$ cat src/hdl/mct_pkg.sv
// shared types, constants and codes of the modified census histogram block
`default_nettype none

package mct_pkg;

   // size defaults
   localparam int MAX_WIDTH_DEF  = 2048;
   localparam int MAX_HEIGHT_DEF = 4096;

   // configuration port
   localparam int FRAME_WIDTH_W  = 12;
   localparam int FRAME_HEIGHT_W = 13;
   localparam int CSR_DATA_W     = 13;
   localparam int CSR_INDEX_W    = 1;
   localparam logic [CSR_INDEX_W-1:0] CSR_FRAME_WIDTH  = 1'b0;
   localparam logic [CSR_INDEX_W-1:0] CSR_FRAME_HEIGHT = 1'b1;
   localparam logic [FRAME_WIDTH_W-1:0]  FRAME_WIDTH_RESET  = 12'd640;
   localparam logic [FRAME_HEIGHT_W-1:0] FRAME_HEIGHT_RESET = 13'd480;

   // transaction codes
   localparam logic REQ_PIXEL    = 1'b0;
   localparam logic REQ_READ_BIN = 1'b1;
   localparam logic KIND_CODE    = 1'b0;
   localparam logic KIND_COUNT   = 1'b1;

   // field widths
   localparam int PIXEL_W   = 8;
   localparam int CODE_W    = 9;
   localparam int COUNT_W   = 23;
   localparam int WIN_TAPS  = 9;
   localparam int WIN_SUM_W = 12;

   // gray conversion: floor(x / 1000) as (x * GRAY_RECIP) >> GRAY_SHIFT, exact for x < 2^18
   localparam int RGB_SUM_W   = 18;
   localparam int GRAY_PROD_W = 37;
   localparam int GRAY_SHIFT  = 28;
   localparam logic [9:0]  WEIGHT_RED   = 10'd299;
   localparam logic [9:0]  WEIGHT_GREEN = 10'd587;
   localparam logic [9:0]  WEIGHT_BLUE  = 10'd114;
   localparam logic [18:0] GRAY_RECIP   = 19'd268436;

   // histogram: two bins per memory row
   localparam int HIST_ROWS  = 256;
   localparam int HIST_ROW_W = 2 * COUNT_W;
   localparam logic [COUNT_W-1:0] BIN_MAX = 23'h7FFFFF;

   // result queue
   localparam int FIFO_DEPTH = 8;
   localparam int FIFO_AW    = 3;
   localparam int FIFO_CNT_W = 4;

   typedef logic [PIXEL_W-1:0] pixel_type;

   typedef struct packed {
      logic              valid;
      logic              kind;
      logic              clear;
      logic              emit;
      logic              last;
      logic [CODE_W-1:0] addr;
   } hist_req_type;

   typedef struct packed {
      logic               kind;
      logic [CODE_W-1:0]  code;
      logic [COUNT_W-1:0] count;
      logic               last;
   } result_type;

   typedef struct packed {
      logic       busy;
      logic       push;
      result_type item;
   } hist_rsp_type;

endpackage

`default_nettype wire

$ cat src/hdl/mct_gray.sv
// two-stage rgb to gray conversion with reciprocal division by 1000
`default_nettype none

module mct_gray (
   input  logic               clock,
   input  mct_pkg::pixel_type red,
   input  mct_pkg::pixel_type green,
   input  mct_pkg::pixel_type blue,
   output mct_pkg::pixel_type gray
);

   logic [mct_pkg::RGB_SUM_W-1:0]   rgb_sum_ff, rgb_sum_in;
   logic [mct_pkg::GRAY_PROD_W-1:0] gray_prod;
   mct_pkg::pixel_type              gray_ff, gray_in;

   always_comb begin
      rgb_sum_in = mct_pkg::RGB_SUM_W'(red)   * mct_pkg::RGB_SUM_W'(mct_pkg::WEIGHT_RED)
                 + mct_pkg::RGB_SUM_W'(green) * mct_pkg::RGB_SUM_W'(mct_pkg::WEIGHT_GREEN)
                 + mct_pkg::RGB_SUM_W'(blue)  * mct_pkg::RGB_SUM_W'(mct_pkg::WEIGHT_BLUE);
   end

   always_comb begin
      gray_prod = mct_pkg::GRAY_PROD_W'(rgb_sum_ff)
                * mct_pkg::GRAY_PROD_W'(mct_pkg::GRAY_RECIP);
      gray_in   = gray_prod[mct_pkg::GRAY_SHIFT +: mct_pkg::PIXEL_W];
   end

   always_ff @(posedge clock) begin
      rgb_sum_ff <= rgb_sum_in;
      gray_ff    <= gray_in;
   end

   assign gray = gray_ff;

endmodule

`default_nettype wire

$ cat config.mk
export PLATFORM = sky130hd
export DESIGN_NAME = mct_gray
export DESIGN_NICKNAME = d
export VERILOG_FILES = /design/src/hdl/mct_pkg.sv /design/src/hdl/mct_gray.sv
export SDC_FILE = /design/constraint.sdc
export NUM_CORES = 1
export LEC_CHECK = 0
export BUFFER_PORTS_ARGS = -buffer_cell sky130_fd_sc_hd__clkbuf_2
export CORE_MARGIN = 4
export CORE_UTILIZATION = 27
export DETAILED_ROUTE_END_ITERATION = 8
export PLACE_DENSITY = 0.47
export SYNTH_ARGS = -nofsm -noshare
export SYNTH_HDL_FRONTEND = slang
export SYNTH_SLANG_ARGS = --single-unit
$ cat constraint.sdc
create_clock -name clock -period 7.7 [get_ports clock]
set_clock_uncertainty 0.15 [all_clocks]
set_input_delay 1.925 -clock clock [delete_from_list [all_inputs] [get_ports clock]]
set_output_delay 1.925 -clock clock [all_outputs]
set_load 0.01 [all_outputs]
==> results.md <==
* 0.6763 — adder-cell area share of the yosys netlist
* 0 — setup violators final
* 7370 ps — crit path DAT
* 5470 — number of global-route vias before repair
* 0.3833 — share of the synthesized area in the top cell type
* 63 — standard-cell row count
* 0.03336 — simple-gate area share of the yosys netlist
* 7750 ps — required time worst endpoint
* 1 — count of H-tree levels built during CTS
* flop — crit end category
* 0 — Remaining Overflow, GRT
* 0.02933 — xor/xnor cell area share of the yosys netlist
* 3136 — filler instances
* 9.797 sq um — average cell area after synthesis
* 26 — flop and latch count out of synthesis
* 162 — drt first-iter violations
* 136.7 MHz — fmax
* 5131 — total vias in the final route
* 33 — count of boundary I/O pins
* sky130_fd_sc_hd__inv_1 (270), sky130_fd_sc_hd__ha_1 (247), sky130_fd_sc_hd__fa_1 (117), sky130_fd_sc_hd__clkbuf_2 (32), sky130_fd_sc_hd__dfxtp_1 (26) — top library cells by usage in the layout, fill and taps aside
* 32 — number of port buffers
* in -> reg — critical path class
* 0 — multiplexer share of the synthesized area
* 0.9499 — portion of the clock cycle consumed by the worst path in the final layout
* false — setup repair after global routing missed its margin
* 0.06651 — share of layout cells above drive strength 1
* 270 ps — worst-skew pair later-pin latency
* 0.3018 — final design utilization
* sky130_fd_sc_hd__clkbuf_16 — cell chosen for the clock root
* 0 — number of pins exceeding their max-slew limit in the final report
* adder cells — combinational family with the most area after synthesis
* 2 — crit-path max FO
* 0 — post-route antenna net violation count
* 0.02956 sq mm — core area
* 26 — clk sinks
* 0 — Diodes inserted
* 10.63% — layout-stage area growth over the synthesis result
* 0 — number of warning messages in the yosys log
* 0.06456 — sequential area share after synthesis
* 0 — antenna violations before repair
* built — CTS tree
* 41 — count of unique library cells instantiated by Yosys
* 2260 ps — register-to-register setup slack
* 0.03269 sq mm — total die area
* 0 ps — accumulated negative setup slack
* sky130_fd_sc_hd__ha_1 (38%), sky130_fd_sc_hd__fa_1 (29%), sky130_fd_sc_hd__inv_1 (13%) — largest cells by area after synthesis
* 0.5851 — relative slew slack
* 3 — cts bufs inserted
* 0.2728 — Initial Utilization
* 1213 — total nets after synthesis
* 4.066 — detail-routed via count per cell
* 0 — number of max-cap violations
* 0 — count of unresolved DRC violations after routing
* 0 — Final Hold Fails
* finished clean — result of the run
* input port — kind of start point of the critical path
* 26.87 mm — global-route wire length before repair
* 619.5 ps — transition time at the pin with the least slew margin
* 180.8 microns — height of the die
* 16 — pin count of the biggest net entering global routing
* 0.7625 — final weighted congestion in routability-driven placement
* sky130_fd_sc_hd__ha_1 — biggest area consumer among synthesized cells
* sky130_fd_sc_hd__inv_1 — most frequent standard cell in the layout excluding fill and tap cells
* 15.58 mm — final wirelength
* 0.008063 sq mm — synthesized area
* 70 ps — clock-pin slew reported for the worst setup and hold paths after clock tree synthesis
* 12.34 microns — WL/cell
* 823 — post-synthesis instance total
* 2 — Bufs on Longest Clock Path
* 0.07076 — compound-gate portion of the synthesized area
* 1263 — number of nets in the final layout
* 180.8 microns — die width
* 7314 ps — clock period minus worst slack
* 14.64 mm — HPWL Detailed
* reg -> reg — type of the tightest min-delay check
* 0.09897 — Global Route Usage Sum
* 4 — TritonRoute pass-1 iters
## flip-flops by register name, summed over array words and instances (netlist names)
signal      flops
gray            8
rgb_sum_ff     18
## area by class of cell
type | instances | area, sq um | area share
Multi-Input combinational cell | 527 | 6535 | 0.7326
Inverter | 270 | 1013 | 0.1136
Sequential cell | 26 | 520.5 | 0.05835
Tap cell | 390 | 488.0 | 0.05471
Timing Repair Buffer | 45 | 257.7 | 0.02890
Clock buffer | 3 | 75.07 | 0.008416
Clock inverter | 1 | 30.03 | 0.003367
## worst paths after layout
path                            cells after the start              to            from
worst max-delay path                               27  rgb_sum_ff[16]         blue[0]
worst min-delay path                                1         gray[7]  rgb_sum_ff[17]
worst max register to register                     17         gray[7]   rgb_sum_ff[7]
worst min register to register                      1         gray[7]  rgb_sum_ff[17]
## critical path, stage by stage
cell	delay (ps)
sky130_fd_sc_hd__clkbuf_2	100
sky130_fd_sc_hd__fa_1	520
sky130_fd_sc_hd__inv_1	50
sky130_fd_sc_hd__fa_1	470
sky130_fd_sc_hd__inv_1	40
sky130_fd_sc_hd__ha_1	270
sky130_fd_sc_hd__ha_1	160
sky130_fd_sc_hd__inv_1	60
sky130_fd_sc_hd__fa_2	340
sky130_fd_sc_hd__nor2b_1	110
sky130_fd_sc_hd__o21ai_0	100
sky130_fd_sc_hd__a21boi_1	180
sky130_fd_sc_hd__o21a_1	170
sky130_fd_sc_hd__nor2_1	50
sky130_fd_sc_hd__xnor2_1	120
sky130_fd_sc_hd__ha_1	280
sky130_fd_sc_hd__inv_1	50
sky130_fd_sc_hd__fa_1	470
sky130_fd_sc_hd__fa_1	540
sky130_fd_sc_hd__inv_1	40
sky130_fd_sc_hd__ha_1	300
sky130_fd_sc_hd__or2_2	310
sky130_fd_sc_hd__a21oi_1	150
sky130_fd_sc_hd__a31oi_1	70
sky130_fd_sc_hd__a21o_1	200
sky130_fd_sc_hd__a21oi_2	140
sky130_fd_sc_hd__xnor2_1	120
## cell families (layout without fill, tap and decap cells)
family	Yosys count	in the layout
flops	26	26
compound gates	80	80
xor+xnor	27	27
simple gates	55	55
buf+inv	270	319
fa+ha+maj	365	365
## per-layer routing
layer / global-route usage / routed length [microns] / share of wire
met5: 0 / 0 / 0
met4: 0.01089 / 80 / 0.0051
met3: 0.005839 / 150 / 0.0096
met2: 0.1663 / 7161 / 0.46
met1: 0.1452 / 8186 / 0.53
## Yosys cell counts
cell and instances:
sky130_fd_sc_hd__nor3_1 4, sky130_fd_sc_hd__a21oi_1 23, sky130_fd_sc_hd__a221o_1 1, sky130_fd_sc_hd__a21boi_1 1, sky130_fd_sc_hd__o211ai_1 2, sky130_fd_sc_hd__o21ai_0 13, sky130_fd_sc_hd__o22ai_1 2, sky130_fd_sc_hd__and3_1 2
sky130_fd_sc_hd__nor2_1 20, sky130_fd_sc_hd__xor2_1 7, sky130_fd_sc_hd__o21a_1 3, sky130_fd_sc_hd__a2111o_1 1, sky130_fd_sc_hd__a211oi_1 2, sky130_fd_sc_hd__o31ai_1 1, sky130_fd_sc_hd__o31ai_4 1, sky130_fd_sc_hd__or3_1 2
sky130_fd_sc_hd__nand2b_1 1, sky130_fd_sc_hd__a311oi_1 1, sky130_fd_sc_hd__fa_1 118, sky130_fd_sc_hd__dfxtp_1 26, sky130_fd_sc_hd__and2_1 3, sky130_fd_sc_hd__inv_1 270, sky130_fd_sc_hd__o21bai_1 4, sky130_fd_sc_hd__nand3b_1 1
sky130_fd_sc_hd__a21o_1 12, sky130_fd_sc_hd__nand3_1 9, sky130_fd_sc_hd__nand2_1 4, sky130_fd_sc_hd__xnor2_1 20, sky130_fd_sc_hd__o21ai_2 1, sky130_fd_sc_hd__nor2b_1 2, sky130_fd_sc_hd__o211ai_2 1, sky130_fd_sc_hd__o41ai_4 1
sky130_fd_sc_hd__a21boi_0 2, sky130_fd_sc_hd__ha_1 247, sky130_fd_sc_hd__a31oi_1 4, sky130_fd_sc_hd__or2_2 2, sky130_fd_sc_hd__o31a_1 1, sky130_fd_sc_hd__o2111ai_1 1, sky130_fd_sc_hd__o21ai_1 1, sky130_fd_sc_hd__nand4_1 5
sky130_fd_sc_hd__a2111oi_4 1
## repair_timing
item                       in CTS  in global routing
hold buffers                    0                  0
buffers inserted                0                  1
setup endpoints to repair       0                  3
gates resized for setup         0                  3
## through the flow
stage	instance area (sq um)	worst slack [ps]	instances	hold slack [ps]
floorplan	8063	322.7	823	367.0
global placement	8801	14.43	1257	498.1
detailed placement	8801	-15.57	1257	509.5
CTS	8906	241.1	1261	524.0
global route	8920	1.609	1262	553.4
finish	8920	385.8	1262	517.8
Power is not shown: default switching activity piles up to over one toggle a cycle in this logic, so the estimate is an artifact.
