--- src/hdl/mct_pkg.sv ---
// shared types, constants and codes of the modified census histogram block
`default_nettype none

package mct_pkg;

   // size defaults
   localparam int MAX_WIDTH_DEF  = 2048;
   localparam int MAX_HEIGHT_DEF = 4096;

   // configuration port
   localparam int FRAME_WIDTH_W  = 12;
   localparam int FRAME_HEIGHT_W = 13;
   localparam int CSR_DATA_W     = 13;
   localparam int CSR_INDEX_W    = 1;
   localparam logic [CSR_INDEX_W-1:0] CSR_FRAME_WIDTH  = 1'b0;
   localparam logic [CSR_INDEX_W-1:0] CSR_FRAME_HEIGHT = 1'b1;
   localparam logic [FRAME_WIDTH_W-1:0]  FRAME_WIDTH_RESET  = 12'd640;
   localparam logic [FRAME_HEIGHT_W-1:0] FRAME_HEIGHT_RESET = 13'd480;

   // transaction codes
   localparam logic REQ_PIXEL    = 1'b0;
   localparam logic REQ_READ_BIN = 1'b1;
   localparam logic KIND_CODE    = 1'b0;
   localparam logic KIND_COUNT   = 1'b1;

   // field widths
   localparam int PIXEL_W   = 8;
   localparam int CODE_W    = 9;
   localparam int COUNT_W   = 23;
   localparam int WIN_TAPS  = 9;
   localparam int WIN_SUM_W = 12;

   // gray conversion: floor(x / 1000) as (x * GRAY_RECIP) >> GRAY_SHIFT, exact for x < 2^18
   localparam int RGB_SUM_W   = 18;
   localparam int GRAY_PROD_W = 37;
   localparam int GRAY_SHIFT  = 28;
   localparam logic [9:0]  WEIGHT_RED   = 10'd299;
   localparam logic [9:0]  WEIGHT_GREEN = 10'd587;
   localparam logic [9:0]  WEIGHT_BLUE  = 10'd114;
   localparam logic [18:0] GRAY_RECIP   = 19'd268436;

   // histogram: two bins per memory row
   localparam int HIST_ROWS  = 256;
   localparam int HIST_ROW_W = 2 * COUNT_W;
   localparam logic [COUNT_W-1:0] BIN_MAX = 23'h7FFFFF;

   // result queue
   localparam int FIFO_DEPTH = 8;
   localparam int FIFO_AW    = 3;
   localparam int FIFO_CNT_W = 4;

   typedef logic [PIXEL_W-1:0] pixel_type;

   typedef struct packed {
      logic              valid;
      logic              kind;
      logic              clear;
      logic              emit;
      logic              last;
      logic [CODE_W-1:0] addr;
   } hist_req_type;

   typedef struct packed {
      logic               kind;
      logic [CODE_W-1:0]  code;
      logic [COUNT_W-1:0] count;
      logic               last;
   } result_type;

   typedef struct packed {
      logic       busy;
      logic       push;
      result_type item;
   } hist_rsp_type;

endpackage

`default_nettype wire

--- src/hdl/mct_census.sv ---
// 3x3 window, window sum stage and census code compare
`default_nettype none

module mct_census (
   input  logic                       clock,
   input  logic                       reset,
   input  logic                       shift_en,
   input  mct_pkg::pixel_type         top,
   input  mct_pkg::pixel_type         mid,
   input  mct_pkg::pixel_type         gray,
   output logic [mct_pkg::CODE_W-1:0] code
);

   mct_pkg::pixel_type window_ff [mct_pkg::WIN_TAPS];
   mct_pkg::pixel_type window_in [mct_pkg::WIN_TAPS];
   mct_pkg::pixel_type taps_ff   [mct_pkg::WIN_TAPS];

   logic [mct_pkg::WIN_SUM_W-1:0] win_sum_ff, win_sum_in;
   logic [mct_pkg::WIN_SUM_W-1:0] scaled [mct_pkg::WIN_TAPS];

   always_comb begin
      window_in = window_ff;
      if (shift_en) begin
         for (int r = 0; r < 3; r++) begin
            window_in[r*3]   = window_ff[r*3+1];
            window_in[r*3+1] = window_ff[r*3+2];
         end
         window_in[2] = top;
         window_in[5] = mid;
         window_in[8] = gray;
      end
   end

   always_comb begin
      win_sum_in = '0;
      for (int i = 0; i < mct_pkg::WIN_TAPS; i++) begin
         win_sum_in = win_sum_in + mct_pkg::WIN_SUM_W'(window_ff[i]);
      end
   end

   always_ff @(posedge clock) begin
      if (reset) begin
         for (int i = 0; i < mct_pkg::WIN_TAPS; i++) begin
            window_ff[i] <= '0;
         end
      end else begin
         window_ff <= window_in;
      end
   end

   always_ff @(posedge clock) begin
      taps_ff    <= window_ff;
      win_sum_ff <= win_sum_in;
   end

   // 9 * pixel >= sum, top-left tap lands in the msb
   always_comb begin
      for (int i = 0; i < mct_pkg::WIN_TAPS; i++) begin
         scaled[i] = (mct_pkg::WIN_SUM_W'(taps_ff[i]) << 3) + mct_pkg::WIN_SUM_W'(taps_ff[i]);
         code[mct_pkg::CODE_W-1-i] = (scaled[i] >= win_sum_ff);
      end
   end

endmodule

`default_nettype wire

--- config.mk ---
export PLATFORM = sky130hd
export DESIGN_NAME = mct_census
export DESIGN_NICKNAME = d
export VERILOG_FILES = /design/src/hdl/mct_pkg.sv /design/src/hdl/mct_census.sv
export SDC_FILE = /design/constraint.sdc
export NUM_CORES = 1
export LEC_CHECK = 0
export ABC_AREA = 1
export BUFFER_PORTS_ARGS = -buffer_cell sky130_fd_sc_hd__clkbuf_2
export CAP_MARGIN = 0
export CORE_AREA = 8 8 185 117
export CTS_CLUSTER_SIZE = 16
export DETAILED_ROUTE_END_ITERATION = 7
export DIE_AREA = 0 0 193 125
export GPL_TIMING_DRIVEN = 0
export PLACE_DENSITY = 0.75
export SYNTH_ARGS = -nofsm -noshare
export SYNTH_HDL_FRONTEND = slang
export SYNTH_SLANG_ARGS = --single-unit
export TNS_END_PERCENT = 10
--- constraint.sdc ---
create_clock -name clock -period 7.19 [get_ports clock]
set_input_delay 1.438 -clock clock [delete_from_list [all_inputs] [get_ports clock]]
set_output_delay 1.438 -clock clock [all_outputs]
set_load 0.02 [all_outputs]
==> results of run 1 <==
==> worst paths after layout <==
kind | cells after the start | endpoint | slack, ns | startpoint
worst max-delay path | 14 | code[4] | 3.01 | taps_ff[35]$_DFF_P_
worst min-delay path | 0 | taps_ff[4]$_DFF_P_ | 0.35 | window_ff[4]$_SDFFE_PP0P_
worst max register to register | 15 | win_sum_ff[8]$_DFF_P_ | 3.26 | window_ff[26]$_SDFFE_PP0P_
worst min register to register | 0 | taps_ff[4]$_DFF_P_ | 0.35 | window_ff[4]$_SDFFE_PP0P_
==> cell type report <==
cell class,instances,area [µm²]
sequential,156,3120
tap,252,315
clock buffer,19,453
multi-input combinational,1020,6910
fill,1645,7020
buffer,23,199
clock inverter,13,146
timing repair buffer,34,170
inverter,234,878
==> power breakdown <==
part           total [W]  internal [W]  leakage, nW  switching (W)
logic            0.00127      0.000450         5.01       0.000820
clock network   0.000909      0.000512        0.294       0.000397
registers       0.000995      0.000935         1.28      0.0000604
==> through the flow <==
stage | power [W] | instance area (µm²) | instances
after global placement | 0.00220 | 11600 | 1719
after detailed placement | 0.00226 | 11600 | 1719
after global routing | 0.00340 | 12200 | 1751
final | 0.00317 | 12200 | 1751
after CTS | 0.00317 | 12200 | 1751
after floorplan | 0.00187 | 11100 | 1433
==> metal layers <==
layer	global-route usage [%]	vias up	part of all wire [%]	wire length (µm)
li1	-	4656	-	-
met1	34.3	4375	47	13600
met2	36.4	311	42	12100
met3	6.19	38	9.0	2590
met4	6.40	0	1.7	477
met5	0	-	0	0
==> worst max-delay path, stage by stage, from the launching register on <==
cell,delay [ns]
dfxtp_1,0.33
ha_1,0.25
fa_1,0.44
nand2_1,0.09
nand2_1,0.06
nand3_1,0.09
nand2_1,0.06
nand2_1,0.07
nor2_1,0.05
ha_1,0.30
nand4_1,0.15
nor2_1,0.14
nand2_1,0.07
nand2_1,0.06
clkbuf_2,0.16
==> cell usage after synthesis <==
master	instances	area share, %
nand2_1	424	14
inv_1	233	7.9
ha_1	166	19
dfxtp_1	156	28
a21oi_1	105	4.7
nor2_1	87	2.9
fa_1	63	11
nand3_1	63	2.8
a211oi_1	29	2.0
xor2_1	22	1.7
nand4_1	18	1.0
nand3b_1	14	0.95
buf_2	10	0.45
o21ai_0	10	0.45
clkbuf_8	6	0.74
or2_1	6	0.34
or2_2	5	0.28
xnor2_1	5	0.39
clkbuf_1	4	0.14
buf_12	2	0.36
a211oi_2	1	0.11
a21o_1	1	0.068
buf_6	1	0.10
inv_2	1	0.034
nor3_1	1	0.045
==> sequential cells by signal, summed over array words and instances (netlist names) <==
name        cells
win_sum_ff     12
taps_ff        72
window_ff      72
==> logic make-up (layout without fill, tap and decap cells) <==
| kind of cell | Yosys count | count (layout) |
|---|---|---|
| buf+inv | 257 | 323 |
| flops | 156 | 156 |
| compound gates | 146 | 146 |
| simple gates | 618 | 618 |
| fa+ha+maj | 229 | 229 |
| xor+xnor | 27 | 27 |
==> impl_metrics.json, run 1 <==
{
  "post-route-drc-count": 0,
  "syn_avg_cell_area_um2": 7.76,
  "syn_to_final_growth_pct": 9.76,
  "synth_fp_nets": 1689,
  "first_global_vias": 8989,
  "cts_tree": "done",
  "dieArea_um2": 24100,
  "max_freq_ghz": 0.239,
  "htreeDepth": 4,
  "status": "complete, no violations",
  "ys_warn_count": 0,
  "ys_types": 25,
  "final_util_pct": 63.5,
  "drt-initial-drc-count": 634,
  "crit_fanout": 3,
  "initial_core_util_pct": 57.8,
  "antenna_found_initial": 0,
  "startpoint_type": "register",
  "fin_skew_ns": 0.00976,
  "cp.arrival_ns": 2.74,
  "grt_pass1_wl_mm": 45.9,
  "final_cell_mix": "424 x nand2_1, 233 x inv_1, 166 x ha_1",
  "setup_viol": 0,
  "syn_inst": 1433,
  "setup_ws_ns": 3.01,
  "power_density_nw_per_um2": 260,
  "vias": 9380,
  "hpwl_mm": 22.0,
  "synthAdderAreaFrac_pct": 30.0,
  "cts_buffer_depth": 2,
  "path_clk_slew_ns": 0.06,
  "routabilityCongestion": 0.912,
  "die_w_um": 193,
  "grt_start_max_net_pins": 17,
  "required_ns": 5.75,
  "relSlewSlack_pct": 41.4,
  "crit_type": "register to output port",
  "worst_pin_slew_ns": 0.879,
  "yosys_register_bits": 156,
  "clock-sinks": 156,
  "worstHoldPathType": "register to register",
  "detail_route.first_pass.iterations": 5,
  "drv_cap": 0,
  "synthSimpleGateAreaFrac_pct": 22.7,
  "die_h_um": 125,
  "synth_mux_area_share_pct": 0,
  "drt-total-wl_mm": 28.8,
  "port_buffers": 34,
  "post_cts_buffers": 0,
  "core_area_um2": 19200,
  "rsz0062_at_grt": "false",
  "synth_compound_area_share_pct": 7.32,
  "ir_drop_uv": 282,
  "post_cts_resized": 0,
  "final_hold_viol_count": 0,
  "synth_area_um2": 11100,
  "layout-drive-gt1-share_pct": 6.14,
  "synthXorXnorAreaFrac_pct": 2.13,
  "period_needed_ns": 4.18,
  "avgViaCountPerCell": 5.36,
  "num_rows": 40,
  "antenna_cells": 0,
  "cts_buffers": 17,
  "dp_slack_ns": 3.34,
  "critPathCaptureType": "output port",
  "wl_per_cell_um": 16.4,
  "yosysSeqAreaShare_pct": 28.1,
  "cts_hold_buf": 0,
  "fin_crit_sh_pct": 58.1,
  "fin_nets": 1742,
  "whs_ns": 0.352,
  "grt_overflow_total": 0,
  "worstSkewPairLatency_ns": 0.42,
  "ant_nets": 0,
  "drv_slew": 0,
  "grtUsageTotal_pct": 24.3,
  "tns_ns": 0,
  "ios": 36,
  "root_buffer": "clkbuf_16",
  "layout_commonest_cell": "nand2_1",
  "synth_top_family_by_area": "adder cells",
  "p_leak_nw": 6.59
}
(Power assumes the default switching activity.)
==> run 2, diff against run 1 <==
--- a/config.mk
+++ b/config.mk
@@ -8,10 +8,10 @@
 export ABC_AREA = 1
 export BUFFER_PORTS_ARGS = -buffer_cell sky130_fd_sc_hd__clkbuf_2
 export CAP_MARGIN = 0
-export CORE_AREA = 8 8 185 117
+export CORE_AREA = 8 8 188 119
 export CTS_CLUSTER_SIZE = 16
 export DETAILED_ROUTE_END_ITERATION = 7
-export DIE_AREA = 0 0 193 125
+export DIE_AREA = 0 0 196 127
 export GPL_TIMING_DRIVEN = 0
 export PLACE_DENSITY = 0.75
 export SYNTH_ARGS = -nofsm -noshare
==> constraint.sdc (replaced) <==
create_clock -name clock -period 3.7 [get_ports clock]
set_input_delay 0.74 -clock clock [delete_from_list [all_inputs] [get_ports clock]]
set_output_delay 0.74 -clock clock [all_outputs]
set_load 0.02 [all_outputs]
==> impl_metrics.json, run 2 (same netlist as run 1, synthesis figures left out) <==
{
  "status": "complete, but fails checks",
  "failed_checks": "setup timing",
  "port_buffers": 34,
  "critPathCaptureType": "register",
  "n_fill_cell": 1696,
  "instances_no_fill": 1755,
  "path_clk_slew_ns": 0.07,
  "first_global_vias": 8795,
  "avgViaCountPerCell": 5.31,
  "final_hold_viol_count": 0,
  "cts_tree": "done",
  "p_leak_nw": 6.59,
  "drv_cap": 0,
  "clock-sinks": 156,
  "relSlewSlack_pct": 41.1,
  "ant_nets": 0,
  "setup_viol": 4,
  "reg.largest.list": "taps_ff: 72 flops, window_ff: 72 flops, win_sum_ff: 12 flops",
  "tns_ns": -0.188,
  "crit_fanout": 3,
  "hpwl_mm": 22.1,
  "drt-initial-drc-count": 747,
  "post-route-drc-count": 0,
  "grtUsageMet1_pct": 34.2,
  "cp.arrival_ns": 4.10,
  "root_buffer": "clkbuf_16",
  "ios": 36,
  "htreeDepth": 4,
  "crit_type": "register to register",
  "period_needed_ns": 3.78,
  "fin_skew_ns": 0.00574,
  "drt-total-wl_mm": 29.0,
  "startpoint_type": "register",
  "dieArea_um2": 24900,
  "routabilityCongestion": 0.872,
  "cts_hold_buf": 0,
  "cts_buffers": 17,
  "setup_ws_ns": -0.0820,
  "worst_pin_slew_ns": 0.882,
  "die_w_um": 196,
  "syn_to_final_growth_pct": 10.5,
  "ir_drop_uv": 529,
  "wl_per_cell_um": 16.5,
  "rr_worst_depth": 15,
  "cts_buffer_depth": 2,
  "num_rows": 40,
  "antenna_found_initial": 1,
  "worstSkewPairLatency_ns": 0.42,
  "fin_nets": 1746,
  "grtUsageTotal_pct": 23.7,
  "rsz0062_at_grt": "true",
  "final_cell_mix": "420 x nand2_1, 227 x inv_1, 162 x ha_1",
  "vias": 9316,
  "worstHoldPathType": "register to register",
  "power_density_nw_per_um2": 509,
  "die_h_um": 127,
  "grt_use_met3_pct": 5.35,
  "core_area_um2": 19500,
  "layout_commonest_cell": "nand2_1",
  "layout-drive-gt1-share_pct": 8.18,
  "dp.cells": 1719,
  "whs_path_depth": 0,
  "max_freq_ghz": 0.264,
  "detail_route.first_pass.iterations": 6,
  "fin_crit_sh_pct": 102,
  "antenna_cells": 0,
  "gr-max-usage-layer": "met2",
  "grt_overflow_total": 0,
  "drv_slew": 0,
  "grt_start_max_net_pins": 17,
  "required_ns": 4.02,
  "initial_core_util_pct": 56.9,
  "use_met2_pct": 35.1,
  "grt_pass1_wl_mm": 46.3
}
==> run 2: critical path: stages (launching register included) <==
cell and delay [ns]:
dfxtp_2 0.34, inv_2 0.05, fa_1 0.52, inv_1 0.05
fa_1 0.57, fa_1 0.44, fa_1 0.57, ha_2 0.23
inv_2 0.05, fa_2 0.37, inv_2 0.06, nand2_1 0.05
nand2_2 0.09, nand3b_1 0.12, nand3_1 0.10, nand2_1 0.05
==> run 2: timing repair <==
| action | in CTS | in global routing |
|---|---|---|
| cloned | 0 | 0 |
| setup endpoints to repair | 6 | 6 |
| pin swaps | 4 | 12 |
| resized for setup | 9 | 18 |
| setup buffers | 0 | 4 |
==> run 2: report_power, final <==
part / total [W] / internal, W / switching, W
clock network: 0.00172 / 0.000951 / 0.000771
logic: 0.00259 / 0.000941 / 0.00165
registers: 0.00193 / 0.00182 / 0.000113
total: 0.00625 / 0.00371 / 0.00254
==> run 2: worst paths after layout <==
check,start,to,slack [ns]
setup reg to reg,window_ff[2]$_SDFFE_PP0P_,win_sum_ff[8]$_DFF_P_,-0.08
setup / recovery,window_ff[2]$_SDFFE_PP0P_,win_sum_ff[8]$_DFF_P_,-0.08
hold reg to reg,window_ff[25]$_SDFFE_PP0P_,taps_ff[25]$_DFF_P_,0.35
hold / removal,window_ff[25]$_SDFFE_PP0P_,taps_ff[25]$_DFF_P_,0.35
==> run 2: routing by layer <==
layer / wire length (µm) / vias to the layer above
met4: 509 / 2
met1: 13600 / 4278
met2: 12100 / 324
met5: 10 / -
met3: 2720 / 38
li1: - / 4674
==> run 2: area by class of cell <==
class,instances,area [µm²],area share [%]
Inverter,234,878,7.15
Buffer,23,199,1.62
Sequential cell,156,3130,25.5
Tap cell,252,315,2.57
Clock inverter,15,149,1.21
Clock buffer,17,425,3.46
Timing Repair Buffer,38,200,1.63
Multi-Input combinational cell,1020,6980,56.9
==> run 2: metrics by stage <==
stage	hold slack [ns]	cell area, µm²	power [W]	util, %	setup slack [ns]
after detailed placement	0.341	11600	0.00437	59.4	-0.146
after floorplan	0.331	11100	0.00364	-	0.130
final	0.353	12300	0.00625	62.9	-0.0820
after global placement	0.332	11600	0.00427	59.4	-0.109
after global routing	0.358	12300	0.00670	62.9	-0.235
after CTS	0.354	12200	0.00617	62.6	-0.0391
